==> config.mk <==
export PLATFORM = sky130hd
export DESIGN_NAME = key_press_classifier_core
export DESIGN_NICKNAME = d
export VERILOG_FILES = /design/src/rtl/core/kpc_pkg.sv /design/src/rtl/core/key_press_classifier_core.sv /design/src/rtl/core/kpc_cfg_regs.sv /design/src/rtl/core/kpc_tick.sv /design/src/rtl/core/kpc_res_queue.sv
export SDC_FILE = /design/constraint.sdc
export NUM_CORES = 1
export LEC_CHECK = 0
export BUFFER_PORTS_ARGS = -buffer_cell sky130_fd_sc_hd__buf_4
export CORE_MARGIN = 10
export CORE_UTILIZATION = 65
export CTS_CLUSTER_DIAMETER = 200
export CTS_CLUSTER_SIZE = 28
export DETAILED_ROUTE_END_ITERATION = 16
export PLACE_DENSITY_LB_ADDON = 0.08
export SLEW_MARGIN = 0
export SYNTH_ARGS = -nofsm -noshare
export SYNTH_HDL_FRONTEND = slang
export SYNTH_SLANG_ARGS = --single-unit
==> constraint.sdc <==
create_clock -name clk -period 12.26 [get_ports clk]
set_clock_uncertainty 0.1 [all_clocks]
set_input_delay 0.613 -clock clk [delete_from_list [all_inputs] [get_ports clk]]
set_output_delay 0.613 -clock clk [all_outputs]
set_load 0.05 [all_outputs]
==> src/rtl/core/kpc_pkg.sv <==
// shared types, constants and register reset values for the key press classifier
package kpc_pkg;

	localparam int SAMPLE_BITS = 12;
	localparam int SAMPLE_TDATA_BITS = ((SAMPLE_BITS + 7) / 8) * 8;
	localparam int THR_BITS = 12;
	localparam int CNT_BITS = 16;
	localparam int WIN_BITS = 8;
	localparam int ADDR_BITS = 5;
	localparam int QDEPTH = 4;
	localparam int QPTR_BITS = $clog2(QDEPTH);
	localparam int QCNT_BITS = $clog2(QDEPTH + 1);

	typedef enum logic [1:0] {
		KEY_NONE = 2'd0,
		KEY_A    = 2'd1,
		KEY_B    = 2'd2
	} key_t;

	typedef enum logic [2:0] {
		EV_SHORT     = 3'd0,
		EV_LONG      = 3'd1,
		EV_HOLD      = 3'd2,
		EV_VERY_LONG = 3'd3,
		EV_SHORT_UP  = 3'd4,
		EV_LONG_UP   = 3'd5,
		EV_HOLD_UP   = 3'd6,
		EV_DOUBLE    = 3'd7
	} ev_kind_t;

	typedef enum logic [2:0] {
		REG_NEAR       = 3'd0,
		REG_FAR        = 3'd1,
		REG_DEBOUNCE   = 3'd2,
		REG_LONG       = 3'd3,
		REG_HOLD_EXTRA = 3'd4,
		REG_VERY_LONG  = 3'd5,
		REG_WINDOW     = 3'd6
	} reg_idx_t;

	localparam logic [THR_BITS-1:0] NEAR_RST       = 12'd100;
	localparam logic [THR_BITS-1:0] FAR_RST        = 12'd680;
	localparam logic [CNT_BITS-1:0] DEBOUNCE_RST   = 16'd2;
	localparam logic [CNT_BITS-1:0] LONG_RST       = 16'd25;
	localparam logic [CNT_BITS-1:0] HOLD_EXTRA_RST = 16'd25;
	localparam logic [CNT_BITS-1:0] VERY_LONG_RST  = 16'd175;
	localparam logic [WIN_BITS-1:0] WINDOW_RST     = 8'd11;

	typedef struct packed {
		logic [THR_BITS-1:0] near_thr;
		logic [THR_BITS-1:0] far_thr;
		logic [CNT_BITS-1:0] debounce;
		logic [CNT_BITS-1:0] long_cnt;
		logic [CNT_BITS-1:0] hold_extra;
		logic [CNT_BITS-1:0] very_long;
		logic [WIN_BITS-1:0] dbl_window;
	} kpc_cfg_t;

	typedef struct packed {
		key_t     key;
		ev_kind_t kind;
		logic     last;
	} kpc_res_t;

	// results of one tick handed to the result queue
	typedef struct packed {
		logic [1:0] count;
		kpc_res_t   res1;
		kpc_res_t   res0;
	} kpc_push_t;

endpackage

==> src/rtl/core/key_press_classifier_core.sv <==
// top level of the key press classifier: stream in, event stream out, apb registers
//   s_* carries one adc sample per poll tick (tdata bits 11:0), one transaction
//   per tick. m_* carries the key events that tick raises: zero, one or two
//   transactions, m_tlast high on the last of them; a tick with no event gives
//   no output transaction.
//   the apb port holds seven registers at byte address 4*i: near and far
//   thresholds, debounce, long, hold extra and very long counts, double window;
//   write them only while the stream is idle.
// timing
//   a sample is held in the input register, its tick is evaluated there and
//   written into a four-entry result queue, from which m_* takes its events.
//   one sample per cycle is taken while m_tready stays high and the queue has
//   room; a tick with two events needs two output transactions, and the queue
//   needs two free slots per tick.
// reset
//   arst_n clears key, counter, pending release and window state, empties the
//   queue and loads the register reset values.
// stall
//   with m_tready low, results wait in the queue; once it cannot take two more
//   the input register holds its sample and s_tready falls.
module key_press_classifier_core (
	input  logic                                  clk,
	input  logic                                  arst_n,
	// slave stream
	input  logic                                  s_tvalid,
	output logic                                  s_tready,
	input  logic [kpc_pkg::SAMPLE_TDATA_BITS-1:0] s_tdata,  // sample (11:0), zero fill above
	// master stream
	output logic                                  m_tvalid,
	input  logic                                  m_tready,
	output logic [7:0]                            m_tdata,  // key (1:0), zero fill above
	output logic [2:0]                            m_tuser,  // event_kind (2:0)
	output logic                                  m_tlast,
	// apb configuration port
	input  logic                                  psel,
	input  logic                                  penable,
	input  logic                                  pwrite,
	input  logic [kpc_pkg::ADDR_BITS-1:0]         paddr,
	input  logic [31:0]                           pwdata,
	output logic [31:0]                           prdata,
	output logic                                  pready
);

	kpc_pkg::kpc_cfg_t  cfg;
	kpc_pkg::kpc_push_t push;
	kpc_pkg::kpc_res_t  out_res;
	logic               room;

	// register file
	kpc_cfg_regs u_regs (
		.clk     (clk),
		.arst_n  (arst_n),
		.psel    (psel),
		.penable (penable),
		.pwrite  (pwrite),
		.paddr   (paddr),
		.pwdata  (pwdata),
		.prdata  (prdata),
		.pready  (pready),
		.cfg     (cfg)
	);

	// input register, classification and press/release/double logic
	kpc_tick u_tick (
		.clk       (clk),
		.arst_n    (arst_n),
		.cfg       (cfg),
		.in_valid  (s_tvalid),
		.in_ready  (s_tready),
		.in_sample (s_tdata[kpc_pkg::SAMPLE_BITS-1:0]),
		.room      (room),
		.push      (push)
	);

	// output queue decouples two-event ticks and receiver stalls
	kpc_res_queue u_queue (
		.clk       (clk),
		.arst_n    (arst_n),
		.push      (push),
		.room      (room),
		.out_valid (m_tvalid),
		.out_ready (m_tready),
		.out_res   (out_res)
	);

	assign m_tdata = {6'd0, out_res.key};
	assign m_tuser = out_res.kind;
	assign m_tlast = out_res.last;

endmodule

==> src/rtl/core/kpc_cfg_regs.sv <==
// apb configuration registers of the key press classifier
module kpc_cfg_regs (
	input  logic                           clk,
	input  logic                           arst_n,
	input  logic                           psel,
	input  logic                           penable,
	input  logic                           pwrite,
	input  logic [kpc_pkg::ADDR_BITS-1:0]  paddr,
	input  logic [31:0]                    pwdata,
	output logic [31:0]                    prdata,
	output logic                           pready,
	output kpc_pkg::kpc_cfg_t              cfg
);

	kpc_pkg::kpc_cfg_t cfg_q;
	logic              wr_en;
	logic [2:0]        idx;

	assign pready = 1'b1;
	assign wr_en  = psel & penable & pwrite;
	assign idx    = paddr[4:2];
	assign cfg    = cfg_q;

	always_ff @(posedge clk or negedge arst_n) begin
		if (!arst_n) begin
			cfg_q.near_thr   <= kpc_pkg::NEAR_RST;
			cfg_q.far_thr    <= kpc_pkg::FAR_RST;
			cfg_q.debounce   <= kpc_pkg::DEBOUNCE_RST;
			cfg_q.long_cnt   <= kpc_pkg::LONG_RST;
			cfg_q.hold_extra <= kpc_pkg::HOLD_EXTRA_RST;
			cfg_q.very_long  <= kpc_pkg::VERY_LONG_RST;
			cfg_q.dbl_window <= kpc_pkg::WINDOW_RST;
		end else if (wr_en) begin
			case (idx)
				kpc_pkg::REG_NEAR:       cfg_q.near_thr   <= pwdata[kpc_pkg::THR_BITS-1:0];
				kpc_pkg::REG_FAR:        cfg_q.far_thr    <= pwdata[kpc_pkg::THR_BITS-1:0];
				kpc_pkg::REG_DEBOUNCE:   cfg_q.debounce   <= pwdata[kpc_pkg::CNT_BITS-1:0];
				kpc_pkg::REG_LONG:       cfg_q.long_cnt   <= pwdata[kpc_pkg::CNT_BITS-1:0];
				kpc_pkg::REG_HOLD_EXTRA: cfg_q.hold_extra <= pwdata[kpc_pkg::CNT_BITS-1:0];
				kpc_pkg::REG_VERY_LONG:  cfg_q.very_long  <= pwdata[kpc_pkg::CNT_BITS-1:0];
				kpc_pkg::REG_WINDOW:     cfg_q.dbl_window <= pwdata[kpc_pkg::WIN_BITS-1:0];
				default: ;
			endcase
		end
	end

	always_comb begin
		case (idx)
			kpc_pkg::REG_NEAR:       prdata = {20'd0, cfg_q.near_thr};
			kpc_pkg::REG_FAR:        prdata = {20'd0, cfg_q.far_thr};
			kpc_pkg::REG_DEBOUNCE:   prdata = {16'd0, cfg_q.debounce};
			kpc_pkg::REG_LONG:       prdata = {16'd0, cfg_q.long_cnt};
			kpc_pkg::REG_HOLD_EXTRA: prdata = {16'd0, cfg_q.hold_extra};
			kpc_pkg::REG_VERY_LONG:  prdata = {16'd0, cfg_q.very_long};
			kpc_pkg::REG_WINDOW:     prdata = {24'd0, cfg_q.dbl_window};
			default:                 prdata = 32'd0;
		endcase
	end

endmodule

==> src/rtl/core/kpc_tick.sv <==
// sample input register, key/window state and the per-tick event logic
module kpc_tick (
	input  logic                            clk,
	input  logic                            arst_n,
	input  kpc_pkg::kpc_cfg_t               cfg,
	input  logic                            in_valid,
	output logic                            in_ready,
	input  logic [kpc_pkg::SAMPLE_BITS-1:0] in_sample,
	input  logic                            room,
	output kpc_pkg::kpc_push_t              push
);

	logic [kpc_pkg::SAMPLE_BITS-1:0] sample_s1;
	logic                            valid_s1;
	kpc_pkg::key_t                   held_q;
	logic [kpc_pkg::CNT_BITS-1:0]    ticks_q;
	kpc_pkg::key_t                   pend_q;
	logic [kpc_pkg::WIN_BITS-1:0]    win_q;

	logic                            fire;
	logic                            win_act;
	logic [kpc_pkg::WIN_BITS-1:0]    win_dec;
	logic                            tmo;
	kpc_pkg::key_t                   pend_a;
	logic [kpc_pkg::WIN_BITS-1:0]    win_a;
	kpc_pkg::key_t                   key;
	logic                            chg;
	logic [kpc_pkg::CNT_BITS:0]      hold_sum;
	logic [kpc_pkg::CNT_BITS-1:0]    tn;
	logic                            ev_valid;
	kpc_pkg::ev_kind_t               ev_kind;
	logic                            b_valid;
	kpc_pkg::key_t                   b_key;
	kpc_pkg::ev_kind_t               b_kind;
	kpc_pkg::key_t                   held_n;
	logic [kpc_pkg::CNT_BITS-1:0]    ticks_n;
	kpc_pkg::key_t                   pend_n;
	logic [kpc_pkg::WIN_BITS-1:0]    win_n;

	assign fire     = valid_s1 & room;
	assign in_ready = ~valid_s1 | room;

	always_ff @(posedge clk or negedge arst_n) begin
		if (!arst_n) begin
			valid_s1 <= 1'b0;
		end else if (in_valid && in_ready) begin
			valid_s1 <= 1'b1;
		end else if (fire) begin
			valid_s1 <= 1'b0;
		end
	end

	always_ff @(posedge clk) begin
		if (in_valid && in_ready) begin
			sample_s1 <= in_sample;
		end
	end

	always_ff @(posedge clk or negedge arst_n) begin
		if (!arst_n) begin
			held_q  <= kpc_pkg::KEY_NONE;
			ticks_q <= '0;
			pend_q  <= kpc_pkg::KEY_NONE;
			win_q   <= '0;
		end else if (fire) begin
			held_q  <= held_n;
			ticks_q <= ticks_n;
			pend_q  <= pend_n;
			win_q   <= win_n;
		end
	end

	always_comb begin
		// double window countdown comes first
		win_act = (pend_q != kpc_pkg::KEY_NONE) && (win_q != '0);
		win_dec = win_q - 1'b1;
		tmo     = win_act && (win_dec == '0);
		pend_a  = tmo ? kpc_pkg::KEY_NONE : pend_q;
		win_a   = win_act ? win_dec : win_q;

		if (sample_s1 < cfg.near_thr) begin
			key = kpc_pkg::KEY_A;
		end else if (sample_s1 < cfg.far_thr) begin
			key = kpc_pkg::KEY_B;
		end else begin
			key = kpc_pkg::KEY_NONE;
		end

		chg      = (key == kpc_pkg::KEY_NONE) || (key != held_q);
		hold_sum = {1'b0, cfg.long_cnt} + {1'b0, cfg.hold_extra};
		tn       = ticks_q + 1'b1;
		ev_valid = 1'b0;
		ev_kind  = kpc_pkg::EV_SHORT;
		held_n   = held_q;
		ticks_n  = ticks_q;

		if (chg) begin
			held_n  = key;
			ticks_n = '0;
			if ({1'b0, ticks_q} >= hold_sum) begin
				ev_valid = 1'b1;
				ev_kind  = kpc_pkg::EV_HOLD_UP;
			end else if (ticks_q >= cfg.long_cnt) begin
				ev_valid = 1'b1;
				ev_kind  = kpc_pkg::EV_LONG_UP;
			end else if (ticks_q > cfg.debounce) begin
				ev_valid = 1'b1;
				ev_kind  = kpc_pkg::EV_SHORT_UP;
			end
			// nothing to release when no key was held
			if (held_q == kpc_pkg::KEY_NONE) begin
				ev_valid = 1'b0;
			end
		end else if (ticks_q != '1) begin
			ticks_n = tn;
			if (tn == cfg.debounce) begin
				ev_valid = 1'b1;
				ev_kind  = kpc_pkg::EV_SHORT;
			end else if (tn == cfg.long_cnt) begin
				ev_valid = 1'b1;
				ev_kind  = kpc_pkg::EV_LONG;
			end else if ({1'b0, tn} == hold_sum) begin
				ev_valid = 1'b1;
				ev_kind  = kpc_pkg::EV_HOLD;
			end else if (tn == cfg.very_long) begin
				ev_valid = 1'b1;
				ev_kind  = kpc_pkg::EV_VERY_LONG;
			end
		end

		// short release merges with or displaces the pending one
		b_valid = ev_valid;
		b_key   = held_q;
		b_kind  = ev_kind;
		pend_n  = pend_a;
		win_n   = win_a;
		if (ev_valid && (ev_kind == kpc_pkg::EV_SHORT_UP)) begin
			win_n = '0;
			if (pend_a == held_q) begin
				b_kind = kpc_pkg::EV_DOUBLE;
				pend_n = kpc_pkg::KEY_NONE;
			end else begin
				b_valid = (pend_a != kpc_pkg::KEY_NONE);
				b_key   = pend_a;
				pend_n  = held_q;
				win_n   = (cfg.dbl_window == '0) ? kpc_pkg::WIN_BITS'(1) : cfg.dbl_window;
			end
		end

		push.res0.key  = pend_q;
		push.res0.kind = kpc_pkg::EV_SHORT_UP;
		push.res0.last = ~b_valid;
		push.res1.key  = b_key;
		push.res1.kind = b_kind;
		push.res1.last = 1'b1;
		push.count     = 2'd0;
		if (fire) begin
			if (tmo && b_valid) begin
				push.count = 2'd2;
			end else if (tmo) begin
				push.count = 2'd1;
			end else if (b_valid) begin
				push.count = 2'd1;
				push.res0  = push.res1;
			end
		end
	end

`ifndef SYNTHESIS
	a_pair_order: assert property (@(posedge clk) disable iff (!arst_n)
		(push.count == 2'd2) |-> (push.res1.last && !push.res0.last))
		else $error("two results of one tick not ordered with last on the second");

	a_change_clears: assert property (@(posedge clk) disable iff (!arst_n)
		(fire && chg) |=> (ticks_q == '0))
		else $error("hold counter not cleared on key change");

	a_no_push_idle: assert property (@(posedge clk) disable iff (!arst_n)
		!fire |-> (push.count == 2'd0))
		else $error("results pushed without a tick");
`endif

endmodule

==> src/rtl/core/kpc_res_queue.sv <==
// small result queue taking up to two results per tick and handing out one per cycle while out_ready is high
module kpc_res_queue (
	input  logic               clk,
	input  logic               arst_n,
	input  kpc_pkg::kpc_push_t push,
	output logic               room,
	output logic               out_valid,
	input  logic               out_ready,
	output kpc_pkg::kpc_res_t  out_res
);

	kpc_pkg::kpc_res_t                entry_q [kpc_pkg::QDEPTH];
	logic [kpc_pkg::QPTR_BITS-1:0]    wr_ptr_q;
	logic [kpc_pkg::QPTR_BITS-1:0]    rd_ptr_q;
	logic [kpc_pkg::QCNT_BITS-1:0]    count_q;
	logic [kpc_pkg::QPTR_BITS-1:0]    wr_ptr_p1;
	logic                             pop;

	assign room      = (count_q <= kpc_pkg::QCNT_BITS'(kpc_pkg::QDEPTH - 2));
	assign out_valid = (count_q != '0);
	assign out_res   = entry_q[rd_ptr_q];
	assign pop       = out_valid & out_ready;
	assign wr_ptr_p1 = wr_ptr_q + 1'b1;

	always_ff @(posedge clk) begin
		if (push.count != 2'd0) begin
			entry_q[wr_ptr_q] <= push.res0;
		end
		if (push.count == 2'd2) begin
			entry_q[wr_ptr_p1] <= push.res1;
		end
	end

	always_ff @(posedge clk or negedge arst_n) begin
		if (!arst_n) begin
			wr_ptr_q <= '0;
			rd_ptr_q <= '0;
			count_q  <= '0;
		end else begin
			wr_ptr_q <= wr_ptr_q + kpc_pkg::QPTR_BITS'(push.count);
			if (pop) begin
				rd_ptr_q <= rd_ptr_q + 1'b1;
			end
			count_q <= count_q + kpc_pkg::QCNT_BITS'(push.count)
				- kpc_pkg::QCNT_BITS'(pop);
		end
	end

`ifndef SYNTHESIS
	a_no_overflow: assert property (@(posedge clk) disable iff (!arst_n)
		(push.count != 2'd0) |-> (count_q <= kpc_pkg::QCNT_BITS'(kpc_pkg::QDEPTH - 2)))
		else $error("result queue pushed without room");

	a_count_bound: assert property (@(posedge clk) disable iff (!arst_n)
		count_q <= kpc_pkg::QCNT_BITS'(kpc_pkg::QDEPTH))
		else $error("result queue count out of range");
`endif

endmodule

==> impl_metrics.toml, run 1 <==
[logic_synthesis]
synth_top_area_share_pct = 22.2
synth-seq-cells = 168
synth_area_mm2 = 0.0123
syn_avg_cell_area_um2 = 9.58
synth_area_leaders = "dfrtp_1, ha_1, edfxtp_1"
yosys_warnings = 0
async_reset_ff_share_pct = 78.6
yosysSeqAreaShare_pct = 35.6
synth_edf_count = 32
synth_common_cells = "dfrtp_1, nand2_1, ha_1, nor2_1, inv_1"
synth.most_common_cell = "dfrtp_1"
synth_area_leader_cell = "dfrtp_1"
yosys_most_used_dff = "dfrtp_1"
ys_types = 86
syn_inst = 1281

[layout]
fillers = 1441
diodes = 0
area_delta_synth_final_pct = 8.98
fin_util_pct = 71.7
layout.nets = 1467
drive_gt1_share_pct = 17.6

[clocking]
cts.sinks = 168
htree_levels = 4
clockBufferDepth = 2
post_cts_resized = 0
ctsHoldBuffers = 0
clock-root-buffer = "clkbuf_16"
clk_pin_slew_ns = 0.08
clock_latency_ns = 0.44
cts_made_buffers = 17
cts_setup_buffers = 0
cts_tree = "done"

[global_routing]
grt_start_max_net_pins = 72
grt_pass1_wl_mm = 53.4
antenna_found_initial = 0
grt_usage_pct = 27.6
first_global_vias = 9659
overflow = 0

[critical_path]
worstPathArrival_ns = 6.63
end_kind = "flip-flop"
path_class = "reg -> reg"
crit_chain = "ha_1, fa_1, a211o_1, a31oi_1, o31ai_1, a21boi_0, xor2_1, ha_1, nand2_1, nor2_1, a211oi_1, o21ai_0, o21bai_1, a31oi_1, a2111o_1, a31oi_2, nor2_1, ha_1, o21ai_1, nor2_1, or2_2, nand2_1, o31ai_1"
cpMaxStageDelayCell = "a2111o_1"
path_max_fanout = 7
slowest_delay_ns = 0.50
startpoint_type = "flip-flop"
required_ns = 12.33

[route]
drtAntennaViolNets = 0
drt_iter0_drc = 921
drc = 0
avgRoutedWirePerCell_um = 21.7
wirelength_mm = 33.7
drt-vias-per-instance = 6.45
drt-pass1-iter-count = 5
vias = 10040

[timing]
min_period_ns = 6.56
fin_tns_setup_ns = 0
setup_violations = 0
fin_ws_ns = 5.70
period_share_pct = 53.5
worst_pin_slew_ns = 1.17
hold_viol = 0
relSlewSlack_pct = 21.9
slew_violations = 0
rsz0062_at_grt = "no"
fmax_ghz = 0.152

[floorplanning]
die_height_um = 157
rows = 50
start_util_pct = 65.8
ios = 107
coreArea_mm2 = 0.0186
die_area_mm2 = 0.0248
die_w_um = 157

[pwr]
vdd_ir_drop_max_uv = 114
total_power_w = 0.00246
leakagePower_nw = 5.88
power.density_mw_per_mm2 = 184

[placement]
port_buffers = 61
place_congestion = 0.984
hpwlAfterDp_mm = 25.6
pre_cts_ws_ns = 5.75

[status]
status = "finished, final reports clean"

[worst_hold_path]
min_path_type = "in -> async"

[flow_run]
maxCapViolations = 0
-- stage by stage --
| step | hold WS [ns] | cells | area, um2 |
|---|---|---|---|
| final | 0.0738 | 1556 | 13400 |
| after global routing | 0.123 | 1556 | 13400 |
| after detailed placement | 0.376 | 1524 | 12800 |
| after CTS | 0.104 | 1556 | 13400 |
| after global placement | 0.376 | 1524 | 12800 |
| after floorplan | 0.217 | 1302 | 12300 |
-- cell usage in the layout, fill, tap and decap left out, types with 32 or more instances in the layout --
cell	Yosys	final
dfrtp_1	109	109
mux2_2	74	74
inv_1	82	82
nand2_1	106	106
ha_1	96	96
a21oi_1	64	64
edfxtp_1	32	32
buf_4	25	66
xnor2_1	54	54
nor2_1	92	91
o21ai_0	81	81
-- power by group --
group	internal, W	total (W)	switching (W)
Clock	0.000277	0.000554	0.000277
Sequential	0.000692	0.000840	0.000148
Combinational	0.000430	0.00107	0.000635
-- registers in the layout (all words and copies together), names as in the netlist --
signal,flops
u_regs.cfg,96
u_queue.entry_q,24
u_tick.ticks_q,16
u_tick.sample_s1,12
u_tick.win_q,8
u_queue.count_q,3
u_queue.rd_ptr_q,2
u_queue.wr_ptr_q,2
u_tick.held_q,2
u_tick.pend_q,2
u_tick.valid_s1,1
-- path summary, 6_finish.rpt --
| check | cells past startpoint | slack, ns | startpoint | endpoint |
|---|---|---|---|---|
| worst max register to register | 23 | 5.70 | u_regs.cfg[24] | u_queue.entry_q[3][3] |
| max in group asynchronous | 2 | 10.64 | arst_n | u_tick.win_q[4] |
| min in group clk | 1 | 0.24 | s_tdata[10] | u_tick.sample_s1[10] |
| worst min register to register | 2 | 0.39 | u_queue.entry_q[3][0] | u_queue.entry_q[3][0] |
| worst max-delay path | 23 | 5.70 | u_regs.cfg[24] | u_queue.entry_q[3][3] |
| worst min-delay path | 1 | 0.07 | arst_n | u_regs.cfg[69] |
-- kinds of logic after synthesis --
group | Yosys count | synth area share, %
AND/OR/NAND/NOR | 365 | 15.0
AO/OA/AOI/OAI | 299 | 15.8
flip-flops | 168 | 35.6
buffers and inverters | 161 | 5.81
multiplexers | 99 | 9.85
adder cells (fa/ha/maj) | 98 | 10.1
XOR/XNOR | 89 | 7.65
other | 2 | 0.0612
-- per-layer routing --
layer	vias to the layer above	part of all wire [%]	track usage, %
li1	4680	-	-
met1	4887	44	38.2
met2	423	46	42.6
met3	50	8.4	6.03
met4	0	2.1	7.66
met5	-	0	0
-- final cells by class --
class / count / area (um2) / share of cell area (%)
Timing Repair Buffer: 67 / 507 / 3.79
Clock inverter: 15 / 183 / 1.37
Sequential cell: 168 / 4370 / 32.7
Clock buffer: 17 / 425 / 3.18
Inverter: 82 / 308 / 2.30
Multi-Input combinational cell: 973 / 7280 / 54.5
Tap cell: 234 / 293 / 2.19
-- worst max-delay path: cells and delay by family, from the launching register on --
family	cells	cell delay [ns]
compound gates	12	3.19
fa+ha+maj	4	1.34
simple gates	6	0.94
flops	1	0.39
xor+xnor	1	0.31
(Power assumes the default switching activity.)
==> run 2: changes to the inputs <==
CORE_UTILIZATION = 61   (was 65)
clock period = 6.34 ns   (was 12.26 ns; I/O delays follow)
==> run 2 against run 1 <==
  * Cell area is 2.1% higher
  * Clock power is 88% higher
  * Count of clock-buffer cells in the layout is 1 higher
  * Largest cell class unchanged
  * Highest routed layer unchanged
==> impl_metrics.toml, run 2 (synthesis results as in run 1) <==
[timing]
min_period_ns = 5.99
fin_ws_ns = 0.350
fmax_ghz = 0.167
setup_violations = 0
slew_violations = 0
hold-worst-slack_ns = 0.0216
rsz0062_at_grt = "no"
relSlewSlack_pct = 21.9
hold_viol = 0
fin_tns_setup_ns = 0
period_share_pct = 94.5
worst_pin_slew_ns = 1.17

[route]
vias = 10092
drt-vias-per-instance = 6.26
drc = 0
wirelength_mm = 33.4
drt_iter0_drc = 1059
drt-pass1-iter-count = 5
avgRoutedWirePerCell_um = 20.7
drtAntennaViolNets = 0

[clocking]
cts_made_buffers = 17
clock-root-buffer = "clkbuf_16"
clock_latency_ns = 0.44
clk_pin_slew_ns = 0.08
clockBufferDepth = 2
htree_levels = 4
cts_tree = "done"
cts.sinks = 168

[critical_path]
path_class = "reg -> reg"
endpoint = "u_queue.count_q[2]"
required_ns = 6.56
worstPathArrival_ns = 6.21
startpoint_type = "flip-flop"
r2r-end = "u_queue.count_q[2]"
r2r-start = "u_regs.cfg[24]"
path_max_fanout = 6
crit_start = "u_regs.cfg[24]"
timing.reg2reg.setup_slack_ns = 0.35
reg2reg_depth = 25
end_kind = "flip-flop"

[layout]
layout.nets = 1493
diodes = 0
final_common_cell = "dfrtp_1"
final_cell_mix = "dfrtp_1, nand2_1, ha_1"
largest_register_ffs = 96
multi_input_comb_area_mm2 = 0.00730
seq_area_mm2 = 0.00437
area_delta_synth_final_pct = 11.3
fillers = 1574
drive_gt1_share_pct = 18.5
fin_cells = 1613

[pwr]
total_power_w = 0.00474
vdd_ir_drop_max_uv = 217
power.density_mw_per_mm2 = 347
leakagePower_nw = 6.00

[flow_run]
maxCapViolations = 0

[floorplanning]
start_util_pct = 62.4
die_w_um = 162
coreArea_mm2 = 0.0197
die_height_um = 162
rows = 51
ios = 107
die_area_mm2 = 0.0262

[global_routing]
grt_usage_pct = 25.3
met3_usage_pct = 4.58
first_global_vias = 9718
overflow = 0
antenna_found_initial = 1
gr-max-usage-layer = "met2"
met2_usage_pct = 39.9
grt_use_met1_pct = 35.0
grt_start_max_net_pins = 72
grt_pass1_wl_mm = 53.2

[placement]
pre_cts_ws_ns = 0.220
placed_cells_incl_taps = 1564
place_congestion = 0.996
hpwlAfterDp_mm = 25.4
port_buffers = 61

[worst_hold_path]
min_from = "pwdata[12]"
min_path_type = "in -> reg"

[status]
status = "finished, final reports clean"
[run 2: cell type report]
type                            instances  share of cell area, %
Inverter                               82                   2.26
Multi-Input combinational cell        973                   53.5
Timing Repair Buffer                   93                   5.49
Clock inverter                         14                   1.13
Clock buffer                           18                   3.14
Tap cell                              265                   2.43
Sequential cell                       168                   32.0
[run 2: repair_timing]
| item | 4_1_cts | 5_1_grt |
|---|---|---|
| buffers inserted | 0 | 3 |
| setup endpoints to repair | 0 | 36 |
| endpoints found under the hold margin | 76 | 0 |
| hold buffers | 14 | 0 |
| gates resized for setup | 0 | 5 |
[run 2: critical path, stage by stage (launching register included)]
cell and delay, ns:
dfstp_2 0.39, ha_1 0.23, fa_1 0.41, a211o_1 0.34, a31oi_1 0.24, o31ai_1 0.11
o21ai_0 0.36, ha_1 0.32, a21oi_1 0.13, nor2_1 0.06, a211oi_1 0.19, o21ai_0 0.13
o21bai_2 0.21, a31oi_1 0.15, a2111o_1 0.45, a31oi_2 0.25, nor2_1 0.12, ha_1 0.40
nand2_1 0.11, ha_1 0.28, inv_1 0.06, ha_1 0.14, inv_1 0.05, fa_1 0.37
xor2_1 0.16, xnor2_1 0.12
[run 2: how the worst min path moves through the flow]
stage                          to  slack (ns)  depth (start not counted)
6_report           u_regs.cfg[52]        0.02                          3
2_1_floorplan  u_queue.count_q[0]       -0.08                          0
5_1_grt            u_regs.cfg[52]        0.01                          3
4_1_cts            u_regs.cfg[52]       0.004                          3
3_5_place_dp       u_regs.cfg[83]        0.28                          1
3_3_place_gp       u_regs.cfg[83]        0.28                          1
[run 2: where the power goes]
part           leakage (nW)  internal [W]  switching [W]
combinational          3.78      0.000850        0.00122
sequential             1.94       0.00134       0.000288
clock                 0.284      0.000529       0.000516
[run 2: through the flow]
stage	area, um2	utilization, %
global placement	12900	65.5
detailed placement	12900	65.5
CTS	13600	69.1
finish	13600	69.4
global route	13600	69.4
floorplan	12300	-
[run 2: layer usage]
layer | wire length (um) | share of wire (%)
met1 | 14800 | 44
met2 | 15400 | 46
met3 | 2530 | 7.6
met4 | 677 | 2.0
met5 | 0 | 0
